File: src/prsp_pkg.sv
// ----------------------------------------------------------------------------
// prsp_pkg
// Types and constants shared by the playlist record stream parser modules.
// ----------------------------------------------------------------------------
package prsp_pkg;

	// Parser phases
	localparam logic [4:0] PH_MAGIC = 5'd0;
	localparam logic [4:0] PH_VER   = 5'd1;
	localparam logic [4:0] PH_IDX   = 5'd2;
	localparam logic [4:0] PH_CNT   = 5'd3;
	localparam logic [4:0] PH_NLEN  = 5'd4;
	localparam logic [4:0] PH_NAME  = 5'd5;
	localparam logic [4:0] PH_FLEN1 = 5'd6;
	localparam logic [4:0] PH_FMT1  = 5'd7;
	localparam logic [4:0] PH_FLEN2 = 5'd8;
	localparam logic [4:0] PH_FMT2  = 5'd9;
	localparam logic [4:0] PH_PLEN  = 5'd10;
	localparam logic [4:0] PH_PATH  = 5'd11;
	localparam logic [4:0] PH_MARK  = 5'd12;
	localparam logic [4:0] PH_TRK   = 5'd13;
	localparam logic [4:0] PH_TLEN  = 5'd14;
	localparam logic [4:0] PH_TITLE = 5'd15;
	localparam logic [4:0] PH_DUR   = 5'd16;
	localparam logic [4:0] PH_STOP  = 5'd17;

	// Result kinds
	localparam logic [2:0] K_VERSION = 3'd0;
	localparam logic [2:0] K_INDEX   = 3'd1;
	localparam logic [2:0] K_COUNT   = 3'd2;
	localparam logic [2:0] K_NAME    = 3'd3;
	localparam logic [2:0] K_PATH    = 3'd4;
	localparam logic [2:0] K_TITLE   = 3'd5;
	localparam logic [2:0] K_ENTRY   = 3'd6;
	localparam logic [2:0] K_END     = 3'd7;

	// End status codes
	localparam logic [2:0] ST_OK         = 3'd0;
	localparam logic [2:0] ST_BAD_HEADER = 3'd1;
	localparam logic [2:0] ST_BAD_PATH   = 3'd2;
	localparam logic [2:0] ST_BAD_MARKER = 3'd3;
	localparam logic [2:0] ST_TRUNCATED  = 3'd4;

	// Record markers
	localparam logic [31:0] MARK_PLAIN = 32'd6;
	localparam logic [31:0] MARK_CUE   = 32'd7;

	// Configuration register indexes and reset values
	localparam logic REG_MAX_PATH = 1'b0;
	localparam logic REG_EXT_VER  = 1'b1;
	localparam logic [15:0] MAX_PATH_RESET = 16'd8192;
	localparam logic [7:0]  EXT_VER_RESET  = 8'd5;

	typedef struct packed {
		logic [7:0] data_byte;
		logic       end_of_file;
	} prsp_in_t;

	typedef struct packed {
		logic [2:0]  kind;
		logic [31:0] value;
		logic [15:0] track_number;
		logic        is_cue;
		logic [2:0]  status;
		logic        last;
	} prsp_out_t;

	// Results caused by one byte: up to two, in order
	typedef struct packed {
		logic [1:0] cnt;
		prsp_out_t  item0;
		prsp_out_t  item1;
	} prsp_pair_t;

	// Expected magic byte at each position
	function automatic logic [7:0] magic_byte(input logic [1:0] pos);
		logic [7:0] b;
		case (pos)
			2'd0: b = 8'h54;
			2'd1: b = 8'h54;
			2'd2: b = 8'h42;
			default: b = 8'h4C;
		endcase
		return b;
	endfunction

endpackage

File: src/playlist_record_stream_parser_core.sv
// Results of a byte go into the registered result queue as the byte is accepted.
// Throughput: one byte per cycle while the queue has room; the result queue
// (QUEUE_DEPTH items) takes a byte only with room for two, and hands results out one at a time.
// Reset (arst_n low): parser back to the magic check, queue emptied,
// max_path_bytes = 8192, extended_version = 5.
// ----------------------------------------------------------------------------
// playlist_record_stream_parser_core
// Top level: configuration registers, byte parser and result queue.
// ----------------------------------------------------------------------------
module playlist_record_stream_parser_core #(
	parameter int QUEUE_DEPTH = 4
) (
	input  logic                 clk,
	input  logic                 arst_n,
	input  logic                 src_valid,
	output logic                 src_ready,
	input  prsp_pkg::prsp_in_t   src_data,
	output logic                 res_valid,
	input  logic                 res_ready,
	output prsp_pkg::prsp_out_t  res_data,
	input  logic                 cfg_valid,
	output logic                 cfg_ready,
	input  logic                 cfg_index,
	input  logic [15:0]          cfg_data
);
	import prsp_pkg::*;

	logic [15:0] max_path_q;
	logic [7:0]  ext_ver_q;
	logic        room;
	logic        step;
	prsp_pair_t  pair;

	assign cfg_ready = 1'b1;
	assign src_ready = room;
	assign step      = src_valid && room;

	// Configuration registers
	always_ff @(posedge clk or negedge arst_n) begin
		if (!arst_n) begin
			max_path_q <= MAX_PATH_RESET;
			ext_ver_q  <= EXT_VER_RESET;
		end else if (cfg_valid) begin
			case (cfg_index)
				REG_MAX_PATH: max_path_q <= cfg_data;
				REG_EXT_VER:  ext_ver_q  <= cfg_data[7:0];
				default: ;
			endcase
		end
	end

	prsp_parser u_parser (
		.clk      (clk),
		.arst_n   (arst_n),
		.step     (step),
		.src      (src_data),
		.max_path (max_path_q),
		.ext_ver  (ext_ver_q),
		.res      (pair)
	);

	prsp_res_queue #(
		.DEPTH (QUEUE_DEPTH)
	) u_queue (
		.clk       (clk),
		.arst_n    (arst_n),
		.push      (step),
		.wr        (pair),
		.room      (room),
		.res_valid (res_valid),
		.res_ready (res_ready),
		.res_data  (res_data)
	);

endmodule

File: src/prsp_parser.sv
// ----------------------------------------------------------------------------
// prsp_parser
// Byte-wise parser state and result generation; one byte per cycle while step is high.
// ----------------------------------------------------------------------------
module prsp_parser (
	input  logic                  clk,
	input  logic                  arst_n,
	input  logic                  step,
	input  prsp_pkg::prsp_in_t    src,
	input  logic [15:0]           max_path,
	input  logic [7:0]            ext_ver,
	output prsp_pkg::prsp_pair_t  res
);
	import prsp_pkg::*;

	logic [4:0]  phase_q, phase_d;
	logic [1:0]  bif_q, bif_d;
	logic [31:0] ws_q, ws_d;
	logic [31:0] rem_q, rem_d;
	logic [7:0]  low_q, low_d;
	logic [31:0] hver_q, hver_d;
	logic        cue_q, cue_d;
	logic [15:0] trk_q, trk_d;
	logic [31:0] cnt_q, cnt_d;
	logic [2:0]  stop_q, stop_d;

	logic [7:0]  b;
	logic [31:0] ws_new;
	logic [31:0] word_w;
	logic        half_word;
	logic        word_done;
	logic        is_str;
	logic [4:0]  after_name;
	logic [4:0]  str_next;
	logic [2:0]  str_kind;
	logic        str_shown;
	logic        mid_v;
	prsp_out_t   mid;
	prsp_out_t   fin;
	logic [2:0]  end_st;

	assign b         = src.data_byte;
	assign ws_new    = {b, ws_q[31:8]};
	assign half_word = (phase_q == PH_MARK) || (phase_q == PH_TRK);
	assign word_done = half_word ? (bif_q >= 2'd1) : (bif_q == 2'd3);
	assign word_w    = half_word ? {16'd0, ws_new[31:16]} : ws_new;
	assign after_name = (!hver_q[31] && (hver_q >= {24'd0, ext_ver})) ? PH_FLEN1 : PH_PLEN;
	assign is_str = (phase_q == PH_NAME) || (phase_q == PH_FMT1) || (phase_q == PH_FMT2) ||
		(phase_q == PH_PATH) || (phase_q == PH_TITLE);

	// Where a string goes next and whether its units are shown
	always_comb begin
		str_next  = PH_PLEN;
		str_kind  = K_NAME;
		str_shown = 1'b0;
		case (phase_q)
			PH_NAME: begin
				str_next  = after_name;
				str_kind  = K_NAME;
				str_shown = 1'b1;
			end
			PH_PATH: begin
				str_next  = PH_MARK;
				str_kind  = K_PATH;
				str_shown = 1'b1;
			end
			PH_TITLE: begin
				str_next  = PH_DUR;
				str_kind  = K_TITLE;
				str_shown = 1'b1;
			end
			PH_FMT1: str_next = PH_FLEN2;
			default: str_next = PH_PLEN;
		endcase
	end

	// Next state and results for the byte on the input
	always_comb begin
		phase_d = phase_q;
		bif_d   = bif_q;
		ws_d    = ws_q;
		rem_d   = rem_q;
		low_d   = low_q;
		hver_d  = hver_q;
		cue_d   = cue_q;
		trk_d   = trk_q;
		cnt_d   = cnt_q;
		stop_d  = stop_q;
		mid_v   = 1'b0;
		mid     = '0;
		fin     = '0;
		end_st  = ST_OK;

		if (phase_q == PH_MAGIC) begin
			if (b != magic_byte(bif_q)) begin
				phase_d = PH_STOP;
				stop_d  = ST_BAD_HEADER;
			end else if (bif_q == 2'd3) begin
				bif_d   = 2'd0;
				phase_d = PH_VER;
			end else begin
				bif_d = bif_q + 2'd1;
			end
		end else if (is_str) begin
			// pair bytes into UTF-16 units
			if (bif_q == 2'd0) begin
				low_d = b;
				bif_d = 2'd1;
			end else begin
				if (str_shown) begin
					mid_v      = 1'b1;
					mid.kind   = str_kind;
					mid.value  = {16'd0, b, low_q};
				end
				bif_d = 2'd0;
			end
			rem_d = rem_q - 32'd1;
			if (rem_q == 32'd1) begin
				bif_d   = 2'd0;
				phase_d = str_next;
			end
		end else if (phase_q != PH_STOP) begin
			ws_d = ws_new;
			if (word_done) begin
				bif_d = 2'd0;
				case (phase_q)
					PH_VER: begin
						hver_d    = word_w;
						mid_v     = 1'b1;
						mid.kind  = K_VERSION;
						mid.value = word_w;
						phase_d   = PH_IDX;
					end
					PH_IDX: begin
						mid_v     = 1'b1;
						mid.kind  = K_INDEX;
						mid.value = word_w;
						phase_d   = PH_CNT;
					end
					PH_CNT: begin
						mid_v     = 1'b1;
						mid.kind  = K_COUNT;
						mid.value = word_w;
						phase_d   = PH_NLEN;
					end
					PH_NLEN, PH_FLEN1, PH_FLEN2: begin
						if (word_w[31]) begin
							phase_d = PH_STOP;
							stop_d  = ST_BAD_HEADER;
						end else if (word_w == 32'd0) begin
							phase_d = (phase_q == PH_NLEN) ? after_name :
								(phase_q == PH_FLEN1) ? PH_FLEN2 : PH_PLEN;
						end else begin
							rem_d   = word_w;
							phase_d = (phase_q == PH_NLEN) ? PH_NAME :
								(phase_q == PH_FLEN1) ? PH_FMT1 : PH_FMT2;
						end
					end
					PH_PLEN: begin
						if ((word_w == 32'd0) || (word_w > {16'd0, max_path})) begin
							phase_d = PH_STOP;
							stop_d  = ST_BAD_PATH;
						end else begin
							rem_d   = word_w;
							phase_d = PH_PATH;
						end
					end
					PH_MARK: begin
						if (word_w == MARK_PLAIN) begin
							cue_d   = 1'b0;
							trk_d   = 16'd0;
							phase_d = PH_TLEN;
						end else if (word_w == MARK_CUE) begin
							cue_d   = 1'b1;
							phase_d = PH_TRK;
						end else begin
							phase_d = PH_STOP;
							stop_d  = ST_BAD_MARKER;
						end
					end
					PH_TRK: begin
						trk_d   = word_w[15:0];
						phase_d = PH_TLEN;
					end
					PH_TLEN: begin
						if (word_w[31]) begin
							phase_d = PH_STOP;
							stop_d  = ST_TRUNCATED;
						end else if (word_w == 32'd0) begin
							phase_d = PH_DUR;
						end else begin
							rem_d   = word_w;
							phase_d = PH_TITLE;
						end
					end
					default: begin
						// duration word closes the record
						cnt_d            = cnt_q + 32'd1;
						mid_v            = 1'b1;
						mid.kind         = K_ENTRY;
						mid.value        = word_w;
						mid.track_number = trk_q;
						mid.is_cue       = cue_q;
						phase_d          = PH_PLEN;
					end
				endcase
			end else begin
				bif_d = bif_q + 2'd1;
			end
		end

		// Final byte: end item, then back to the start of a file
		if (src.end_of_file) begin
			if (phase_d == PH_STOP)
				end_st = stop_d;
			else if (phase_d <= PH_FMT2)
				end_st = ST_BAD_HEADER;
			else if ((phase_d == PH_PLEN) && (bif_d == 2'd0))
				end_st = ST_OK;
			else
				end_st = ST_TRUNCATED;
			fin.kind   = K_END;
			fin.value  = cnt_d;
			fin.status = end_st;
			fin.last   = 1'b1;
			phase_d = PH_MAGIC;
			bif_d   = 2'd0;
			ws_d    = 32'd0;
			rem_d   = 32'd0;
			low_d   = 8'd0;
			hver_d  = 32'd0;
			cue_d   = 1'b0;
			trk_d   = 16'd0;
			cnt_d   = 32'd0;
			stop_d  = ST_OK;
		end
		mid.last = !src.end_of_file;
	end

	// Order the results of this byte
	always_comb begin
		res = '0;
		if (mid_v) begin
			res.cnt   = src.end_of_file ? 2'd2 : 2'd1;
			res.item0 = mid;
			res.item1 = fin;
		end else begin
			res.cnt   = src.end_of_file ? 2'd1 : 2'd0;
			res.item0 = fin;
			res.item1 = mid;
		end
	end

	// Parser state
	always_ff @(posedge clk or negedge arst_n) begin
		if (!arst_n) begin
			phase_q <= PH_MAGIC;
			bif_q   <= 2'd0;
			ws_q    <= 32'd0;
			rem_q   <= 32'd0;
			low_q   <= 8'd0;
			hver_q  <= 32'd0;
			cue_q   <= 1'b0;
			trk_q   <= 16'd0;
			cnt_q   <= 32'd0;
			stop_q  <= ST_OK;
		end else if (step) begin
			phase_q <= phase_d;
			bif_q   <= bif_d;
			ws_q    <= ws_d;
			rem_q   <= rem_d;
			low_q   <= low_d;
			hver_q  <= hver_d;
			cue_q   <= cue_d;
			trk_q   <= trk_d;
			cnt_q   <= cnt_d;
			stop_q  <= stop_d;
		end
	end

endmodule

File: src/prsp_res_queue.sv
// ----------------------------------------------------------------------------
// prsp_res_queue
// Result register queue: takes up to two items a cycle, hands out one.
// ----------------------------------------------------------------------------
module prsp_res_queue #(
	parameter int DEPTH = 4
) (
	input  logic                  clk,
	input  logic                  arst_n,
	input  logic                  push,
	input  prsp_pkg::prsp_pair_t  wr,
	output logic                  room,
	output logic                  res_valid,
	input  logic                  res_ready,
	output prsp_pkg::prsp_out_t   res_data
);
	import prsp_pkg::*;

	localparam int AW = (DEPTH > 1) ? $clog2(DEPTH) : 1;
	localparam int CW = $clog2(DEPTH + 1);

	prsp_out_t       mem_q [DEPTH];
	logic [AW-1:0]   wp_q, rp_q;
	logic [AW-1:0]   wp1, wp2;
	logic [CW-1:0]   count_q;
	logic [1:0]      n_in;
	logic            pop;

	function automatic logic [AW-1:0] incr(input logic [AW-1:0] p);
		return (p == AW'(DEPTH - 1)) ? '0 : p + AW'(1);
	endfunction

	assign n_in      = push ? wr.cnt : 2'd0;
	assign pop       = res_valid && res_ready;
	assign wp1       = incr(wp_q);
	assign wp2       = incr(wp1);
	assign room      = (count_q <= CW'(DEPTH - 2));
	assign res_valid = (count_q != '0);
	assign res_data  = mem_q[rp_q];

	// Storage
	always_ff @(posedge clk) begin
		if (n_in != 2'd0)
			mem_q[wp_q] <= wr.item0;
		if (n_in == 2'd2)
			mem_q[wp1] <= wr.item1;
	end

	// Pointers and fill level
	always_ff @(posedge clk or negedge arst_n) begin
		if (!arst_n) begin
			wp_q    <= '0;
			rp_q    <= '0;
			count_q <= '0;
		end else begin
			if (n_in == 2'd1)
				wp_q <= wp1;
			else if (n_in == 2'd2)
				wp_q <= wp2;
			if (pop)
				rp_q <= incr(rp_q);
			count_q <= count_q + CW'(n_in) - CW'(pop);
		end
	end

endmodule
File: config.mk
export PLATFORM = sky130hd
export DESIGN_NAME = playlist_record_stream_parser_core
export DESIGN_NICKNAME = d
export VERILOG_FILES = /design/src/prsp_pkg.sv /design/src/playlist_record_stream_parser_core.sv /design/src/prsp_parser.sv /design/src/prsp_res_queue.sv
export SDC_FILE = /design/constraint.sdc
export NUM_CORES = 1
export LEC_CHECK = 0
export BUFFER_PORTS_ARGS = -buffer_cell sky130_fd_sc_hd__buf_2
export CELL_PAD_IN_SITES_DETAIL_PLACEMENT = 0
export CELL_PAD_IN_SITES_GLOBAL_PLACEMENT = 1
export CORE_MARGIN = 1
export CORE_UTILIZATION = 35
export CTS_CLUSTER_SIZE = 10
export DETAILED_ROUTE_END_ITERATION = 12
export PLACE_DENSITY = 0.57
export REMOVE_ABC_BUFFERS = 1
export SYNTH_ARGS = -nofsm -noshare
export SYNTH_HDL_FRONTEND = slang
export SYNTH_HIERARCHICAL = 1
export SYNTH_SLANG_ARGS = --single-unit
File: constraint.sdc
create_clock -name clk -period 8.5 [get_ports clk]
set_input_delay 1.7 -clock clk [delete_from_list [all_inputs] [get_ports clk]]
set_output_delay 1.7 -clock clk [all_outputs]
set_load 0.01 [all_outputs]
==> impl_metrics.json <==
{
  "status": "finished clean",
  "final_util_pct": 39.43,
  "path_cells": "and4bb_2 > mux2i_1 > buf_4 > ha_1 > nor2b_1 > o211ai_1 > a21oi_1 > a211oi_1 > o21ai_2 > and2_1 > o22ai_1 > o21bai_1 > a221oi_1 > mux2_2",
  "cts_root_buffer": "clkbuf_16",
  "min_period_ns": 5.489,
  "max_slew_margin_pct": 21.55,
  "pin_count": 90,
  "start_util_pct": 35.32,
  "multi_input_area_mm2": 0.01072,
  "synth-seq-cells": 410,
  "post-cts-setup-buffer-count": 0,
  "die-area_mm2": 0.06738,
  "yosys.cell_types.count": 83,
  "startpoint_type": "flip-flop",
  "grt_pass1_wl_um": 108500,
  "cts_buffer_depth": 3,
  "power_leakage_nw": 10.23,
  "gp_congestion": 0.8764,
  "synth_edf_count": 224,
  "antenna_found_initial": 2,
  "vias": 16691,
  "fin_crit_sh_pct": 64.58,
  "drc": 0,
  "clk_pin_slew_ns": 0.06,
  "rr_worst_depth": 14,
  "nNetsFinal": 2179,
  "cts_tree": "built",
  "hold_path_end": "u_parser/trk_q[9]$_DFFE_PN0P_",
  "drv_cap": 0,
  "cts_sinks": 410,
  "worstHoldPathCells": 2,
  "ys_warn_count": 6,
  "setup_viol": 0,
  "drive_above_1_share_pct": 24.80,
  "n_fill_cell": 6370,
  "core-area_mm2": 0.06575,
  "clock_latency_ns": 0.62,
  "post_cts_resized": 0,
  "die_x_um": 259.6,
  "r2r_end": "u_queue/mem_q[1][3]$_DFFE_PP_",
  "synthCells": 2060,
  "ant_nets": 0,
  "critPathKind": "reg -> reg",
  "synth_area_mm2": 0.02322,
  "drt-wirelength-per-cell_um": 23.99,
  "hold_buffers": 0,
  "drt_iter0_drc": 1128,
  "synth.yosys.seq_area_share_pct": 49.03,
  "grt_pass1_vias": 16896,
  "async_flop_share_pct": 45.37,
  "pwr_density_cell_mw_per_mm2": 339.0,
  "path_buf_inv": 1,
  "crit_family": "compound AO/OA/AOI/OAI gates",
  "diodes": 0,
  "netlist.area_leader.share_pct": 28.97,
  "cts_buffers": 50,
  "min-delay-start": "u_parser/trk_q[9]$_DFFE_PN0P_",
  "synth_flop_cell": "edfxtp_1",
  "dpl.hpwl_um": 46800,
  "r2r_slack_ns": 3.01,
  "cp_slowest_cell": "dfrtp_1",
  "hold_slack_ns": 0.4651,
  "finalPower_w": 0.008786,
  "grt.total_usage_pct": 21.40,
  "fmax_ghz": 0.1822,
  "rsz0062_at_grt": "false",
  "r2r_start": "u_parser/phase_q[2]$_DFFE_PN0P_",
  "synthTopCellsByArea": "edfxtp_1, dfrtp_1, mux2_2",
  "synth_top_area_cell": "edfxtp_1",
  "viasPerCell": 5.547,
  "gr-total-overflow": 0,
  "fin_worst_skew_ns": 0.04103,
  "die_h_um": 259.6,
  "io_buffers": 88,
  "drt_pass1_iterations": 5,
  "worstPathRequired_ns": 8.83,
  "hold_violations": 0,
  "vdd_drop_max_uv": 190.3,
  "synth.avg_cell_area_um2": 11.27,
  "worstMarginPinSlew_ns": 1.162,
  "cp_slowest_stage_delay_ns": 0.83,
  "hp-class": "reg -> reg",
  "rows": 94,
  "critPathCaptureType": "flip-flop",
  "regArea_mm2": 0.01139,
  "wirelength_um": 72200,
  "worstPathMaxFanout": 22,
  "grt_start_max_net_pins": 75,
  "arrival_ns": 5.82,
  "maxSlewViolCount": 0,
  "area_growth_pct": 11.63,
  "htreeDepth": 2
}
-- worst min-delay path, stage by stage (launching register included) --
cell,delay [ns]
dfrtp_1,0.33
nand2_1,0.05
o31ai_1,0.05
-- cell usage after synthesis (27+ instances only) --
master / n
and2_1: 29
buf_4: 27
nor3_1: 44
xnor2_1: 34
nand3_1: 36
o21ai_1: 51
ha_1: 44
o22ai_1: 49
nor2_1: 119
inv_1: 115
o21ai_0: 92
mux2_2: 242
nand2_1: 177
dfrtp_1: 183
a21oi_1: 79
clkbuf_1: 84
o31ai_1: 37
mux4_2: 56
edfxtp_1: 224
-- how the worst max path moves through the flow --
| stage | from | to | cells past startpoint |
|---|---|---|---|
| finish | u_parser/phase_q[2]$_DFFE_PN0P_ | u_queue/mem_q[1][3]$_DFFE_PP_ | 14 |
| global route | u_parser/phase_q[2]$_DFFE_PN0P_ | u_queue/mem_q[0][3]$_DFFE_PP_ | 14 |
| CTS | u_parser/phase_q[2]$_DFFE_PN0P_ | u_queue/mem_q[1][3]$_DFFE_PP_ | 14 |
| detailed placement | src_data[8] | u_queue/mem_q[1][3]$_DFFE_PP_ | 16 |
| global placement | src_data[8] | u_queue/mem_q[0][3]$_DFFE_PP_ | 16 |
| floorplan | src_valid | u_queue/mem_q[0][0]$_DFFE_PP_ | 5 |
-- registers in the layout, indices dropped and copies added (netlist names) --
signal,cells
u_parser/phase_q,5
u_parser/ws_q,24
u_parser/low_q,8
u_queue/count_q,3
u_parser/cue_q,1
u_parser/rem_q,32
u_parser/stop_q,3
u_parser/cnt_q,32
u_parser/bif_q,2
u_queue/rp_q,2
u_parser/trk_q,16
ext_ver_q,8
u_queue/wp_q,2
max_path_q,16
u_queue/mem_q,224
u_parser/hver_q,32
-- cells in the final DEF (no fill, tap or decap), types with 13 or more instances in the layout --
cell       instances
a21oi_1           79
a31oi_1           18
and2_1            28
and3_1            13
buf_2             87
buf_4             39
clkbuf_1          33
clkbuf_16         50
conb_1            19
dfrtp_1          181
edfxtp_1         224
ha_1              44
inv_1            115
mux2_2           242
mux2i_1           23
mux4_2            56
nand2_1          173
nand2b_1          24
nand3_1           36
nand4_1           14
nor2_1           119
nor3_1            44
nor4_1            20
o21a_1            14
o21ai_0           88
o21ai_1           50
o22ai_1           49
o31ai_1           37
xnor2_1           34
-- final cells by class --
| class | instances | area share, % |
|---|---|---|
| Timing Repair Buffer | 127 | 2.862 |
| Sequential cell | 410 | 43.94 |
| Tap cell | 864 | 4.171 |
| Clock inverter | 9 | 0.5985 |
| Inverter | 115 | 1.665 |
| Clock buffer | 85 | 5.411 |
| Multi-Input combinational cell | 1399 | 41.35 |
-- per-stage QoR --
stage | setup TNS, ns | area (um2) | instances | setup slack (ns)
after global routing | 0 | 25920 | 3009 | 2.669
after floorplan | -16.36 | 22460 | 1924 | -0.07403
after global placement | 0 | 24360 | 2915 | 2.924
final | 0 | 25920 | 3009 | 3.011
after detailed placement | 0 | 24360 | 2915 | 2.768
after CTS | 0 | 25920 | 3009 | 3.022
-- power breakdown --
| group | internal (W) | switching [W] | total [W] |
|---|---|---|---|
| Combinational | 0.00146 | 0.00231 | 0.00376 |
| Clock | 0.00119 | 0.000870 | 0.00206 |
| Sequential | 0.00261 | 0.000359 | 0.00297 |
-- per-layer routing --
layer	global-route usage, %	wire, um	vias to the layer above
met3	2.973	3213	106
met5	0	0	-
li1	-	-	7693
met4	5.556	1539	0
met1	29.07	32730	8481
met2	35.78	34720	411
-- cells by family after synthesis --
| family | after synthesis | synth area share [%] |
|---|---|---|
| AOI/OAI and AO/OA | 431 | 11.68 |
| xor gates and xnor gates | 36 | 1.358 |
| adders and majority gates | 47 | 2.543 |
| buffers and inverters | 268 | 5.394 |
| DFF | 410 | 49.03 |
| muxes | 331 | 18.81 |
| other | 2 | 0.03234 |
| and+or+nand+nor | 535 | 11.15 |
No activity file was read; power rests on OpenSTA's default activity.
